===== src/sv/hjrb_pkg.sv =====
// ----------------------------------------------------------------------------
// hjrb_pkg
// Shared types, codes and defaults for the joystick input report builder.
// ----------------------------------------------------------------------------
package hjrb_pkg;

    localparam int MAX_AXES_DEF    = 9;
    localparam int MAX_BUTTONS_DEF = 128;
    localparam int RAW_WIDTH_DEF   = 24;

    localparam int OP_W       = 2;
    localparam int SLOT_W     = 8;
    localparam int VALUE_W    = 24;
    localparam int BYTE_W     = 8;
    localparam int AXES_W     = 4;
    localparam int CFG_IDX_W  = 3;
    localparam int CFG_DATA_W = 24;
    localparam int SCALE_W    = 16;

    typedef logic [OP_W-1:0]      op_t;
    typedef logic [CFG_IDX_W-1:0] cfg_idx_t;

    localparam op_t OP_SET_AXIS   = 2'd0;
    localparam op_t OP_SET_BUTTON = 2'd1;
    localparam op_t OP_REPORT     = 2'd2;

    localparam cfg_idx_t CFG_AXES_IN_USE    = 3'd0;
    localparam cfg_idx_t CFG_BUTTONS_IN_USE = 3'd1;
    localparam cfg_idx_t CFG_AUTO_REPORT    = 3'd2;
    localparam cfg_idx_t CFG_REPORT_TAG     = 3'd3;
    localparam cfg_idx_t CFG_AXIS_LOW       = 3'd4;
    localparam cfg_idx_t CFG_AXIS_HIGH      = 3'd5;

    localparam logic [AXES_W-1:0]         AXES_RST    = 4'd1;
    localparam logic [SLOT_W-1:0]         BUTTONS_RST = 8'd1;
    localparam logic [BYTE_W-1:0]         TAG_RST     = 8'd3;
    localparam logic signed [VALUE_W-1:0] LOW_RST     = -24'sd1028;
    localparam logic signed [VALUE_W-1:0] HIGH_RST    = 24'sd1028;

    typedef enum logic [2:0] {
        ST_IDLE,
        ST_BTN_MOD,
        ST_TAG,
        ST_BTN_OUT,
        ST_AX_GO,
        ST_AX_WAIT,
        ST_AX_LO,
        ST_AX_HI
    } state_t;

    typedef enum logic [1:0] {
        SC_IDLE,
        SC_PREP,
        SC_DIV,
        SC_DONE
    } scl_state_t;

endpackage


===== src/sv/hjrb_store.sv =====
// ----------------------------------------------------------------------------
// hjrb_store
// Synchronous memory, one write and one registered read per cycle; entries
// read as zero until first written after reset.
// ----------------------------------------------------------------------------
module hjrb_store
    import hjrb_pkg::*;
#(
    parameter int WIDTH  = 8,
    parameter int DEPTH  = 16,
    parameter int ADDR_W = (DEPTH > 1) ? $clog2(DEPTH) : 1
)
(
    input  logic              clk,
    input  logic              rst_n,
    input  logic              wr_en,
    input  logic [ADDR_W-1:0] wr_addr,
    input  logic [WIDTH-1:0]  wr_data,
    input  logic [ADDR_W-1:0] rd_addr,
    output logic [WIDTH-1:0]  rd_data
);

    logic [WIDTH-1:0] mem [DEPTH];
    logic [DEPTH-1:0] valid_reg;
    logic [WIDTH-1:0] rd_data_reg;
    logic             rd_hit_reg;

    always_ff @(posedge clk or negedge rst_n)
    begin
        if (!rst_n)
        begin
            valid_reg  <= '0;
            rd_hit_reg <= 1'b0;
        end
        else
        begin
            if (wr_en)
            begin
                valid_reg[wr_addr] <= 1'b1;
            end
            rd_hit_reg <= valid_reg[rd_addr];
        end
    end

    always_ff @(posedge clk)
    begin
        if (wr_en)
        begin
            mem[wr_addr] <= wr_data;
        end
        rd_data_reg <= mem[rd_addr];
    end

    assign rd_data = rd_hit_reg ? rd_data_reg : '0;

endmodule


===== src/sv/hjrb_scaler.sv =====
// ----------------------------------------------------------------------------
// hjrb_scaler
// Clamp, mirror and map one raw axis value onto 0..65535 with a
// restoring divider, one quotient bit per cycle.
// ----------------------------------------------------------------------------
module hjrb_scaler
    import hjrb_pkg::*;
#(
    parameter int RAW_WIDTH = RAW_WIDTH_DEF
)
(
    input  logic                        clk,
    input  logic                        rst_n,
    input  logic                        go,
    input  logic signed [RAW_WIDTH-1:0] raw,
    input  logic signed [VALUE_W-1:0]   axis_low,
    input  logic signed [VALUE_W-1:0]   axis_high,
    output logic                        done,
    output logic [SCALE_W-1:0]          result
);

    localparam int CW    = (RAW_WIDTH > VALUE_W) ? RAW_WIDTH : VALUE_W;
    localparam int NUM_W = VALUE_W + SCALE_W;
    localparam int CNT_W = $clog2(SCALE_W);

    scl_state_t state_reg, state_next;

    logic [CNT_W-1:0]   cnt_reg;
    logic [VALUE_W-1:0] d_reg;
    logic [VALUE_W-1:0] den_reg;
    logic               zero_reg;
    logic [VALUE_W-1:0] rem_reg;
    logic [SCALE_W-1:0] quo_reg;

    logic signed [CW-1:0] v_ext, lo_ext, hi_ext, lo_min, hi_max, v_clamp;
    logic signed [CW-1:0] d_full, den_full;
    logic                 mirror;
    logic [NUM_W-1:0]     num;
    logic [VALUE_W:0]     trial;
    logic [VALUE_W:0]     diff;
    logic                 ge;

    always_comb
    begin
        v_ext   = CW'(raw);
        lo_ext  = CW'(axis_low);
        hi_ext  = CW'(axis_high);
        mirror  = lo_ext > hi_ext;
        lo_min  = mirror ? hi_ext : lo_ext;
        hi_max  = mirror ? lo_ext : hi_ext;
        if (v_ext < lo_min)
        begin
            v_clamp = lo_min;
        end
        else if (v_ext > hi_max)
        begin
            v_clamp = hi_max;
        end
        else
        begin
            v_clamp = v_ext;
        end
        d_full   = mirror ? (hi_max - v_clamp) : (v_clamp - lo_min);
        den_full = hi_max - lo_min;
    end

    assign num   = {d_reg, {SCALE_W{1'b0}}} - {{SCALE_W{1'b0}}, d_reg};
    assign trial = {rem_reg, quo_reg[SCALE_W-1]};
    assign ge    = trial >= {1'b0, den_reg};
    assign diff  = trial - {1'b0, den_reg};

    always_comb
    begin
        state_next = state_reg;
        unique case (state_reg)
            SC_IDLE:
            begin
                if (go)
                begin
                    state_next = SC_PREP;
                end
            end
            SC_PREP: state_next = SC_DIV;
            SC_DIV:
            begin
                if (cnt_reg == CNT_W'(SCALE_W - 1))
                begin
                    state_next = SC_DONE;
                end
            end
            SC_DONE: state_next = SC_IDLE;
            default: state_next = SC_IDLE;
        endcase
    end

    always_comb
    begin
        done = (state_reg == SC_DONE);
    end

    always_ff @(posedge clk or negedge rst_n)
    begin
        if (!rst_n)
        begin
            state_reg <= SC_IDLE;
            cnt_reg   <= '0;
        end
        else
        begin
            state_reg <= state_next;
            if (state_reg == SC_PREP)
            begin
                cnt_reg <= '0;
            end
            else if (state_reg == SC_DIV)
            begin
                cnt_reg <= cnt_reg + CNT_W'(1);
            end
        end
    end

    always_ff @(posedge clk)
    begin
        if (state_reg == SC_IDLE && go)
        begin
            d_reg    <= d_full[VALUE_W-1:0];
            den_reg  <= den_full[VALUE_W-1:0];
            zero_reg <= (den_full[VALUE_W-1:0] == '0);
        end
        else if (state_reg == SC_PREP)
        begin
            rem_reg <= num[NUM_W-1:SCALE_W];
            quo_reg <= num[SCALE_W-1:0];
        end
        else if (state_reg == SC_DIV)
        begin
            rem_reg <= ge ? diff[VALUE_W-1:0] : trial[VALUE_W-1:0];
            quo_reg <= {quo_reg[SCALE_W-2:0], ge};
        end
    end

    assign result = zero_reg ? '0 : quo_reg;

endmodule


===== src/sv/hid_joystick_report_builder.sv =====
// ----------------------------------------------------------------------------
// hid_joystick_report_builder
// Axis and button state held in two small memories; streams input reports
// one byte per cycle, pausing while each axis is scaled by a bit-serial divider.
// ----------------------------------------------------------------------------
// Set axis: no report unless auto-report is on.
// Set button: memory read, then write back.
// Report: tag byte from the ST_TAG state through the output register, then
//   the button bytes, then two bytes per axis once the divider is done.
// One item at a time; busy is high while a button is modified or a report streams out.
// Reset: registers to defaults, all axes and buttons read as zero.
module hid_joystick_report_builder
    import hjrb_pkg::*;
#(
    parameter int MAX_AXES    = MAX_AXES_DEF,
    parameter int MAX_BUTTONS = MAX_BUTTONS_DEF,
    parameter int RAW_WIDTH   = RAW_WIDTH_DEF
)
(
    input  logic                      clk,
    input  logic                      rst_n,
    input  logic                      start,
    output logic                      busy,
    input  logic [OP_W-1:0]           op,
    input  logic [SLOT_W-1:0]         slot,
    input  logic signed [VALUE_W-1:0] value,
    input  logic                      cfg_write,
    input  logic [CFG_IDX_W-1:0]      cfg_index,
    input  logic [CFG_DATA_W-1:0]     cfg_data,
    output logic                      report_strobe,
    output logic [BYTE_W-1:0]         report_byte,
    output logic                      report_end
);

    localparam int BTN_DEPTH = (MAX_BUTTONS + 7) / 8;
    localparam int AADDR_W   = (MAX_AXES > 1) ? $clog2(MAX_AXES) : 1;
    localparam int BADDR_W   = (BTN_DEPTH > 1) ? $clog2(BTN_DEPTH) : 1;

    state_t state_reg, state_next;

    logic [AXES_W-1:0]         axes_in_use_reg;
    logic [SLOT_W-1:0]         buttons_in_use_reg;
    logic                      auto_report_reg;
    logic [BYTE_W-1:0]         report_tag_reg;
    logic signed [VALUE_W-1:0] axis_low_reg;
    logic signed [VALUE_W-1:0] axis_high_reg;

    logic [SLOT_W-1:0]  slot_reg;
    logic               level_reg;
    logic [BADDR_W-1:0] btn_idx_reg;
    logic [AADDR_W-1:0] ax_idx_reg;
    logic               report_strobe_reg, report_strobe_next;
    logic [BYTE_W-1:0]  report_byte_reg, report_byte_next;
    logic               report_end_reg, report_end_next;

    logic               accept;
    logic [AXES_W-1:0]  na;
    logic [AXES_W-1:0]  na_m1;
    logic [SLOT_W-1:0]  nb;
    logic [SLOT_W-1:0]  nb_m1;
    logic               axis_hit;
    logic               btn_hit;
    logic               btn_last;
    logic               ax_last;
    logic [BYTE_W-1:0]  pad_mask;

    logic                 ax_we;
    logic [AADDR_W-1:0]   ax_waddr;
    logic [RAW_WIDTH-1:0] ax_wdata;
    logic [AADDR_W-1:0]   ax_raddr;
    logic [RAW_WIDTH-1:0] ax_rdata;

    logic               btn_we;
    logic [BADDR_W-1:0] btn_waddr;
    logic [BYTE_W-1:0]  btn_wdata;
    logic [BADDR_W-1:0] btn_raddr;
    logic [BYTE_W-1:0]  btn_rdata;
    logic [BYTE_W-1:0]  bit_sel;

    logic               scl_go;
    logic               scl_done;
    logic [SCALE_W-1:0] scl_result;

    assign accept = start && !busy;
    assign busy   = (state_reg != ST_IDLE);

    always_comb
    begin
        if (axes_in_use_reg == '0)
        begin
            na = AXES_W'(1);
        end
        else if (axes_in_use_reg > AXES_W'(MAX_AXES))
        begin
            na = AXES_W'(MAX_AXES);
        end
        else
        begin
            na = axes_in_use_reg;
        end
        if (buttons_in_use_reg == '0)
        begin
            nb = SLOT_W'(1);
        end
        else if (buttons_in_use_reg > SLOT_W'(MAX_BUTTONS))
        begin
            nb = SLOT_W'(MAX_BUTTONS);
        end
        else
        begin
            nb = buttons_in_use_reg;
        end
        na_m1    = na - AXES_W'(1);
        nb_m1    = nb - SLOT_W'(1);
        axis_hit = slot < {{(SLOT_W - AXES_W){1'b0}}, na};
        btn_hit  = slot < nb;
        btn_last = (btn_idx_reg == nb_m1[3 +: BADDR_W]);
        ax_last  = (ax_idx_reg == na_m1[AADDR_W-1:0]);
        pad_mask = (nb[2:0] == 3'd0) ? {BYTE_W{1'b1}}
                                     : BYTE_W'((9'd1 << nb[2:0]) - 9'd1);
        bit_sel  = BYTE_W'(9'd1 << slot_reg[2:0]);
    end

    always_comb
    begin
        state_next = state_reg;
        unique case (state_reg)
            ST_IDLE:
            begin
                if (accept)
                begin
                    unique case (op)
                        OP_SET_AXIS:   state_next = auto_report_reg ? ST_TAG : ST_IDLE;
                        OP_SET_BUTTON: state_next = btn_hit ? ST_BTN_MOD : ST_IDLE;
                        OP_REPORT:     state_next = ST_TAG;
                        default:       state_next = ST_IDLE;
                    endcase
                end
            end
            ST_BTN_MOD: state_next = auto_report_reg ? ST_TAG : ST_IDLE;
            ST_TAG:     state_next = ST_BTN_OUT;
            ST_BTN_OUT: state_next = btn_last ? ST_AX_GO : ST_BTN_OUT;
            ST_AX_GO:   state_next = ST_AX_WAIT;
            ST_AX_WAIT: state_next = scl_done ? ST_AX_LO : ST_AX_WAIT;
            ST_AX_LO:   state_next = ST_AX_HI;
            ST_AX_HI:   state_next = ax_last ? ST_IDLE : ST_AX_GO;
            default:    state_next = ST_IDLE;
        endcase
    end

    always_comb
    begin
        ax_we              = 1'b0;
        ax_waddr           = slot[AADDR_W-1:0];
        ax_wdata           = RAW_WIDTH'(value);
        ax_raddr           = '0;
        btn_we             = 1'b0;
        btn_waddr          = slot_reg[3 +: BADDR_W];
        btn_wdata          = level_reg ? (btn_rdata | bit_sel) : (btn_rdata & ~bit_sel);
        btn_raddr          = '0;
        scl_go             = 1'b0;
        report_strobe_next = 1'b0;
        report_byte_next   = '0;
        report_end_next    = 1'b0;
        unique case (state_reg)
            ST_IDLE:
            begin
                ax_we     = accept && (op == OP_SET_AXIS) && axis_hit;
                btn_raddr = slot[3 +: BADDR_W];
            end
            ST_BTN_MOD:
            begin
                btn_we = 1'b1;
            end
            ST_TAG:
            begin
                report_strobe_next = 1'b1;
                report_byte_next   = report_tag_reg;
            end
            ST_BTN_OUT:
            begin
                btn_raddr          = btn_last ? '0 : btn_idx_reg + BADDR_W'(1);
                report_strobe_next = 1'b1;
                report_byte_next   = btn_last ? (btn_rdata & pad_mask) : btn_rdata;
            end
            ST_AX_GO:
            begin
                scl_go = 1'b1;
            end
            ST_AX_WAIT:
            begin
                ax_raddr = ax_idx_reg;
            end
            ST_AX_LO:
            begin
                report_strobe_next = 1'b1;
                report_byte_next   = scl_result[BYTE_W-1:0];
            end
            ST_AX_HI:
            begin
                ax_raddr           = ax_last ? '0 : ax_idx_reg + AADDR_W'(1);
                report_strobe_next = 1'b1;
                report_byte_next   = scl_result[SCALE_W-1:BYTE_W];
                report_end_next    = ax_last;
            end
            default:
            begin
                report_strobe_next = 1'b0;
            end
        endcase
    end

    always_ff @(posedge clk or negedge rst_n)
    begin
        if (!rst_n)
        begin
            state_reg          <= ST_IDLE;
            axes_in_use_reg    <= AXES_RST;
            buttons_in_use_reg <= BUTTONS_RST;
            auto_report_reg    <= 1'b0;
            report_tag_reg     <= TAG_RST;
            axis_low_reg       <= LOW_RST;
            axis_high_reg      <= HIGH_RST;
            btn_idx_reg        <= '0;
            ax_idx_reg         <= '0;
            report_strobe_reg  <= 1'b0;
            report_end_reg     <= 1'b0;
        end
        else
        begin
            state_reg         <= state_next;
            report_strobe_reg <= report_strobe_next;
            report_end_reg    <= report_end_next;
            if (cfg_write)
            begin
                unique case (cfg_index)
                    CFG_AXES_IN_USE:    axes_in_use_reg    <= cfg_data[AXES_W-1:0];
                    CFG_BUTTONS_IN_USE: buttons_in_use_reg <= cfg_data[SLOT_W-1:0];
                    CFG_AUTO_REPORT:    auto_report_reg    <= cfg_data[0];
                    CFG_REPORT_TAG:     report_tag_reg     <= cfg_data[BYTE_W-1:0];
                    CFG_AXIS_LOW:       axis_low_reg       <= cfg_data[VALUE_W-1:0];
                    CFG_AXIS_HIGH:      axis_high_reg      <= cfg_data[VALUE_W-1:0];
                    default:            auto_report_reg    <= auto_report_reg;
                endcase
            end
            if (state_reg == ST_TAG)
            begin
                btn_idx_reg <= '0;
            end
            else if (state_reg == ST_BTN_OUT)
            begin
                btn_idx_reg <= btn_idx_reg + BADDR_W'(1);
            end
            if (state_reg == ST_BTN_OUT)
            begin
                ax_idx_reg <= '0;
            end
            else if (state_reg == ST_AX_HI)
            begin
                ax_idx_reg <= ax_idx_reg + AADDR_W'(1);
            end
        end
    end

    always_ff @(posedge clk)
    begin
        if (accept)
        begin
            slot_reg  <= slot;
            level_reg <= (value != '0);
        end
        report_byte_reg <= report_byte_next;
    end

    assign report_strobe = report_strobe_reg;
    assign report_byte   = report_byte_reg;
    assign report_end    = report_end_reg;

    hjrb_store #(
        .WIDTH  (RAW_WIDTH),
        .DEPTH  (MAX_AXES),
        .ADDR_W (AADDR_W)
    ) u_axis_store (
        .clk     (clk),
        .rst_n   (rst_n),
        .wr_en   (ax_we),
        .wr_addr (ax_waddr),
        .wr_data (ax_wdata),
        .rd_addr (ax_raddr),
        .rd_data (ax_rdata)
    );

    hjrb_store #(
        .WIDTH  (BYTE_W),
        .DEPTH  (BTN_DEPTH),
        .ADDR_W (BADDR_W)
    ) u_button_store (
        .clk     (clk),
        .rst_n   (rst_n),
        .wr_en   (btn_we),
        .wr_addr (btn_waddr),
        .wr_data (btn_wdata),
        .rd_addr (btn_raddr),
        .rd_data (btn_rdata)
    );

    hjrb_scaler #(
        .RAW_WIDTH (RAW_WIDTH)
    ) u_scaler (
        .clk       (clk),
        .rst_n     (rst_n),
        .go        (scl_go),
        .raw       (ax_rdata),
        .axis_low  (axis_low_reg),
        .axis_high (axis_high_reg),
        .done      (scl_done),
        .result    (scl_result)
    );

endmodule


===== config.mk =====
export PLATFORM = sky130hd
export DESIGN_NAME = hid_joystick_report_builder
export DESIGN_NICKNAME = d
export VERILOG_FILES = /design/src/sv/hjrb_pkg.sv /design/src/sv/hjrb_store.sv /design/src/sv/hjrb_scaler.sv /design/src/sv/hid_joystick_report_builder.sv
export SDC_FILE = /design/constraint.sdc
export NUM_CORES = 1
export LEC_CHECK = 0
export ABC_AREA = 0
export ABC_CLOCK_PERIOD_IN_PS = 10950
export BUFFER_PORTS_ARGS = -buffer_cell sky130_fd_sc_hd__buf_2
export CORE_MARGIN = 5
export CORE_UTILIZATION = 33
export DETAILED_ROUTE_END_ITERATION = 12
export HOLD_SLACK_MARGIN = 0.12
export SLEW_MARGIN = 20
export SYNTH_ARGS = -nofsm -noshare
export SYNTH_HDL_FRONTEND = slang
export SYNTH_SLANG_ARGS = --single-unit
export TNS_END_PERCENT = 1

===== constraint.sdc =====
create_clock -name clk -period 10.95 [get_ports clk]
set_input_delay 0.5475 -clock clk [delete_from_list [all_inputs] [get_ports clk]]
set_output_delay 0.5475 -clock clk [all_outputs]
set_load 0.02 [all_outputs]

==> impl_metrics.json <==
{
  "outcome": "complete, no violations",
  "r2r_slack_ns": 1.02,
  "synth_warnings": 0,
  "seqCellArea_um2": 17000,
  "path_max_fanout": 43,
  "clock_skew_ns": 0.0302,
  "final_common_cell": "edfxtp_1",
  "finalHoldViolCount": 0,
  "dp_hpwl_mm": 58.6,
  "clock-root-buffer": "clkbuf_16",
  "rows": 115,
  "top_layer": "met5",
  "cellLeakagePower_nw": 14.3,
  "top_register": "u_axis_store.mem",
  "cts_sinks": 596,
  "ir_worst_vdd_uv": 153,
  "ys_async_sr_fraction": 0.193,
  "clkSlewWorstSetupHoldPaths_ns": 0.06,
  "drc": 0,
  "largest_registers": "u_axis_store.mem (216), u_button_store.mem (128)",
  "synth_edf_count": 441,
  "endpoint_kind": "flip-flop",
  "cp_common_cell": "o21a_1",
  "timing.setup.tns_ns": 0,
  "synth_top_area_frac": 0.407,
  "drtPass1Iterations": 5,
  "grt_start_max_net_pins": 75,
  "critical_path.max_stage_delay_ns": 0.56,
  "grt-ovfl-total": 0,
  "n_fill_cell": 9665,
  "cp-start-kind": "flip-flop",
  "dieArea_um2": 105000,
  "met3_length_mm": 4.70,
  "wl_met1_mm": 40.7,
  "initial_core_util": 0.331,
  "largest_reg_flops": 216,
  "hp-class": "in2reg",
  "ys_ff_latch": 596,
  "drive_gt1_frac": 0.137,
  "yosysTopAreaCell": "edfxtp_1",
  "viasPerCell": 5.21,
  "grt_pass1_wl_mm": 131,
  "wire_per_inst_um": 19.2,
  "syn_area_um2": 32500,
  "yosysUniqueCellTypes": 91,
  "cp.required_ns": 11.33,
  "path_class": "reg2reg",
  "multi_input_area_um2": 14500,
  "cts_made_buffers": 68,
  "finalSetupViolations": 0,
  "final_cell_mix": "edfxtp_1, nand2_1, nor2_1",
  "io_pins": 76,
  "synth_area_per_cell_um2": 10.6,
  "cp.buffers_inverters": 3,
  "cp.arrival_ns": 10.31,
  "cts_tree": "yes",
  "area_delta_synth_final_pct": 12.9,
  "powerDensity_nw_per_um2": 313,
  "clk_latency_ns": 0.63,
  "design_power_total_mw": 11.5,
  "path_delay_family": "compound AO/OA/AOI/OAI gates",
  "drt_iter0_markers": 1841,
  "tightest_slew_ns": 1.07,
  "routed_wl_mm": 85.7,
  "drv_cap": 0,
  "cts.htree.levels": 3,
  "antenna_found_initial": 2,
  "syn_nets": 3302,
  "die_y_um": 324,
  "port_buffers": 75,
  "post_cts_buffers": 0,
  "grt_pass1_vias": 22000,
  "antenna_left": 0,
  "die_w_um": 324,
  "coreArea_um2": 98100,
  "cp_slowest_cell": "a2111oi_0",
  "max-slew-margin-rel": 0.285,
  "syn_inst": 3057,
  "ys_seq_area_frac": 0.521,
  "rsz0062_at_grt": "false",
  "nets": 3362,
  "min_period_ns": 9.93,
  "gp_congestion": 0.889,
  "netlist_top_cells_area": "edfxtp_1, ha_1, dfrtp_1",
  "clk_path_buf_depth": 3,
  "finalMaxSlewViolations": 0,
  "post-route-period-util": 0.907,
  "max_freq_ghz": 0.101,
  "via_count": 23200,
  "wl_met2_mm": 38.0,
  "yosys_most_used_dff": "edfxtp_1",
  "grt_use_total": 0.160
}
[Yosys cell counts (all sizes together), types with 27 or more instances]
cell and instances:
dfxtp 40, a21o 29, nor2 222, ha 177, edfxtp 441, inv 160
buf 41, clkbuf 93, a211oi 43, dfstp 27, nand2 361, nor2b 35
and2 49, mux2 103, or2 33, o21ai 106, a31oi 71, nor3 48
a21oi 211, xor2 40, nand2b 32, nand4 31, mux2i 97, dfrtp 88
xnor2 72, nand3 107
[cell type report]
type,count,area share
flip-flops and latches,596,0.462
repair buffers,124,0.0207
inverters,160,0.0163
multi-input cells,2167,0.396
clock inverters,37,0.0114
diodes,2,0.000136
well taps,1287,0.0438
clock buffers,88,0.0501
[cell families (layout without fill, tap and decap cells)]
| family | Yosys count | in the layout | synth area share |
|---|---|---|---|
| adders and majority gates | 181 | 181 | 0.0702 |
| AOI/OAI and AO/OA | 656 | 656 | 0.129 |
| and+or+nand+nor | 1018 | 1018 | 0.148 |
| muxes | 200 | 200 | 0.0655 |
| buffers and inverters | 294 | 409 | 0.0358 |
| other | 0 | 2 | 0 |
| DFF | 596 | 596 | 0.521 |
| xor gates and xnor gates | 112 | 112 | 0.0302 |
[layer usage]
| layer | vias to the layer above | GRT usage |
|---|---|---|
| li1 | 11300 | - |
| met2 | 574 | 0.248 |
| met4 | 2 | 0.0468 |
| met3 | 122 | 0.0253 |
| met1 | 11300 | 0.232 |
| met5 | - | 0 |
[power breakdown]
group	total, mW	internal, mW	switching [mW]
clock network	2.28	1.33	0.954
registers	3.32	3.05	0.267
logic	5.90	2.29	3.62
total	11.5	6.66	4.84
[metrics by stage]
step / util / hold slack [ns] / cells / setup slack [ns] / cell area [um2]
5_1_grt: 0.374 / 0.148 / 4459 / 0.162 / 36700
2_1_floorplan: - / 0.252 / 3057 / 1.58 / 32500
4_1_cts: 0.374 / 0.129 / 4459 / 0.784 / 36700
3_3_place_gp: 0.351 / 0.444 / 4333 / 0.861 / 34500
6_report: 0.374 / 0.169 / 4461 / 1.02 / 36700
3_5_place_dp: 0.351 / 0.447 / 4333 / 0.794 / 34500
[path summary, 6_finish.rpt]
path,start,end,depth (start not counted)
worst min register to register,u_button_store.valid_reg[14]$_DFFE_PN0P_,u_button_store.valid_reg[14]$_DFFE_PN0P_,1
min in group asynchronous,rst_n,u_button_store.valid_reg[6]$_DFFE_PN0P_,2
worst min-delay path,cfg_data[17],axis_high_reg[17]$_DFFE_PN0P_,2
max in group asynchronous,rst_n,buttons_in_use_reg[3]$_DFFE_PN0P_,3
worst max register to register,axis_high_reg[10]$_DFFE_PN1P_,u_scaler.d_reg[23]$_DFFE_PP_,39
worst max-delay path,axis_high_reg[10]$_DFFE_PN1P_,u_scaler.d_reg[23]$_DFFE_PP_,39
[timing repair]
action	in CTS	in global routing
hold buffers	1	0
gates resized for setup	0	1
setup endpoints to repair	0	3
endpoints found under the hold margin	35	0
No activity file was read; power rests on OpenSTA's default activity.
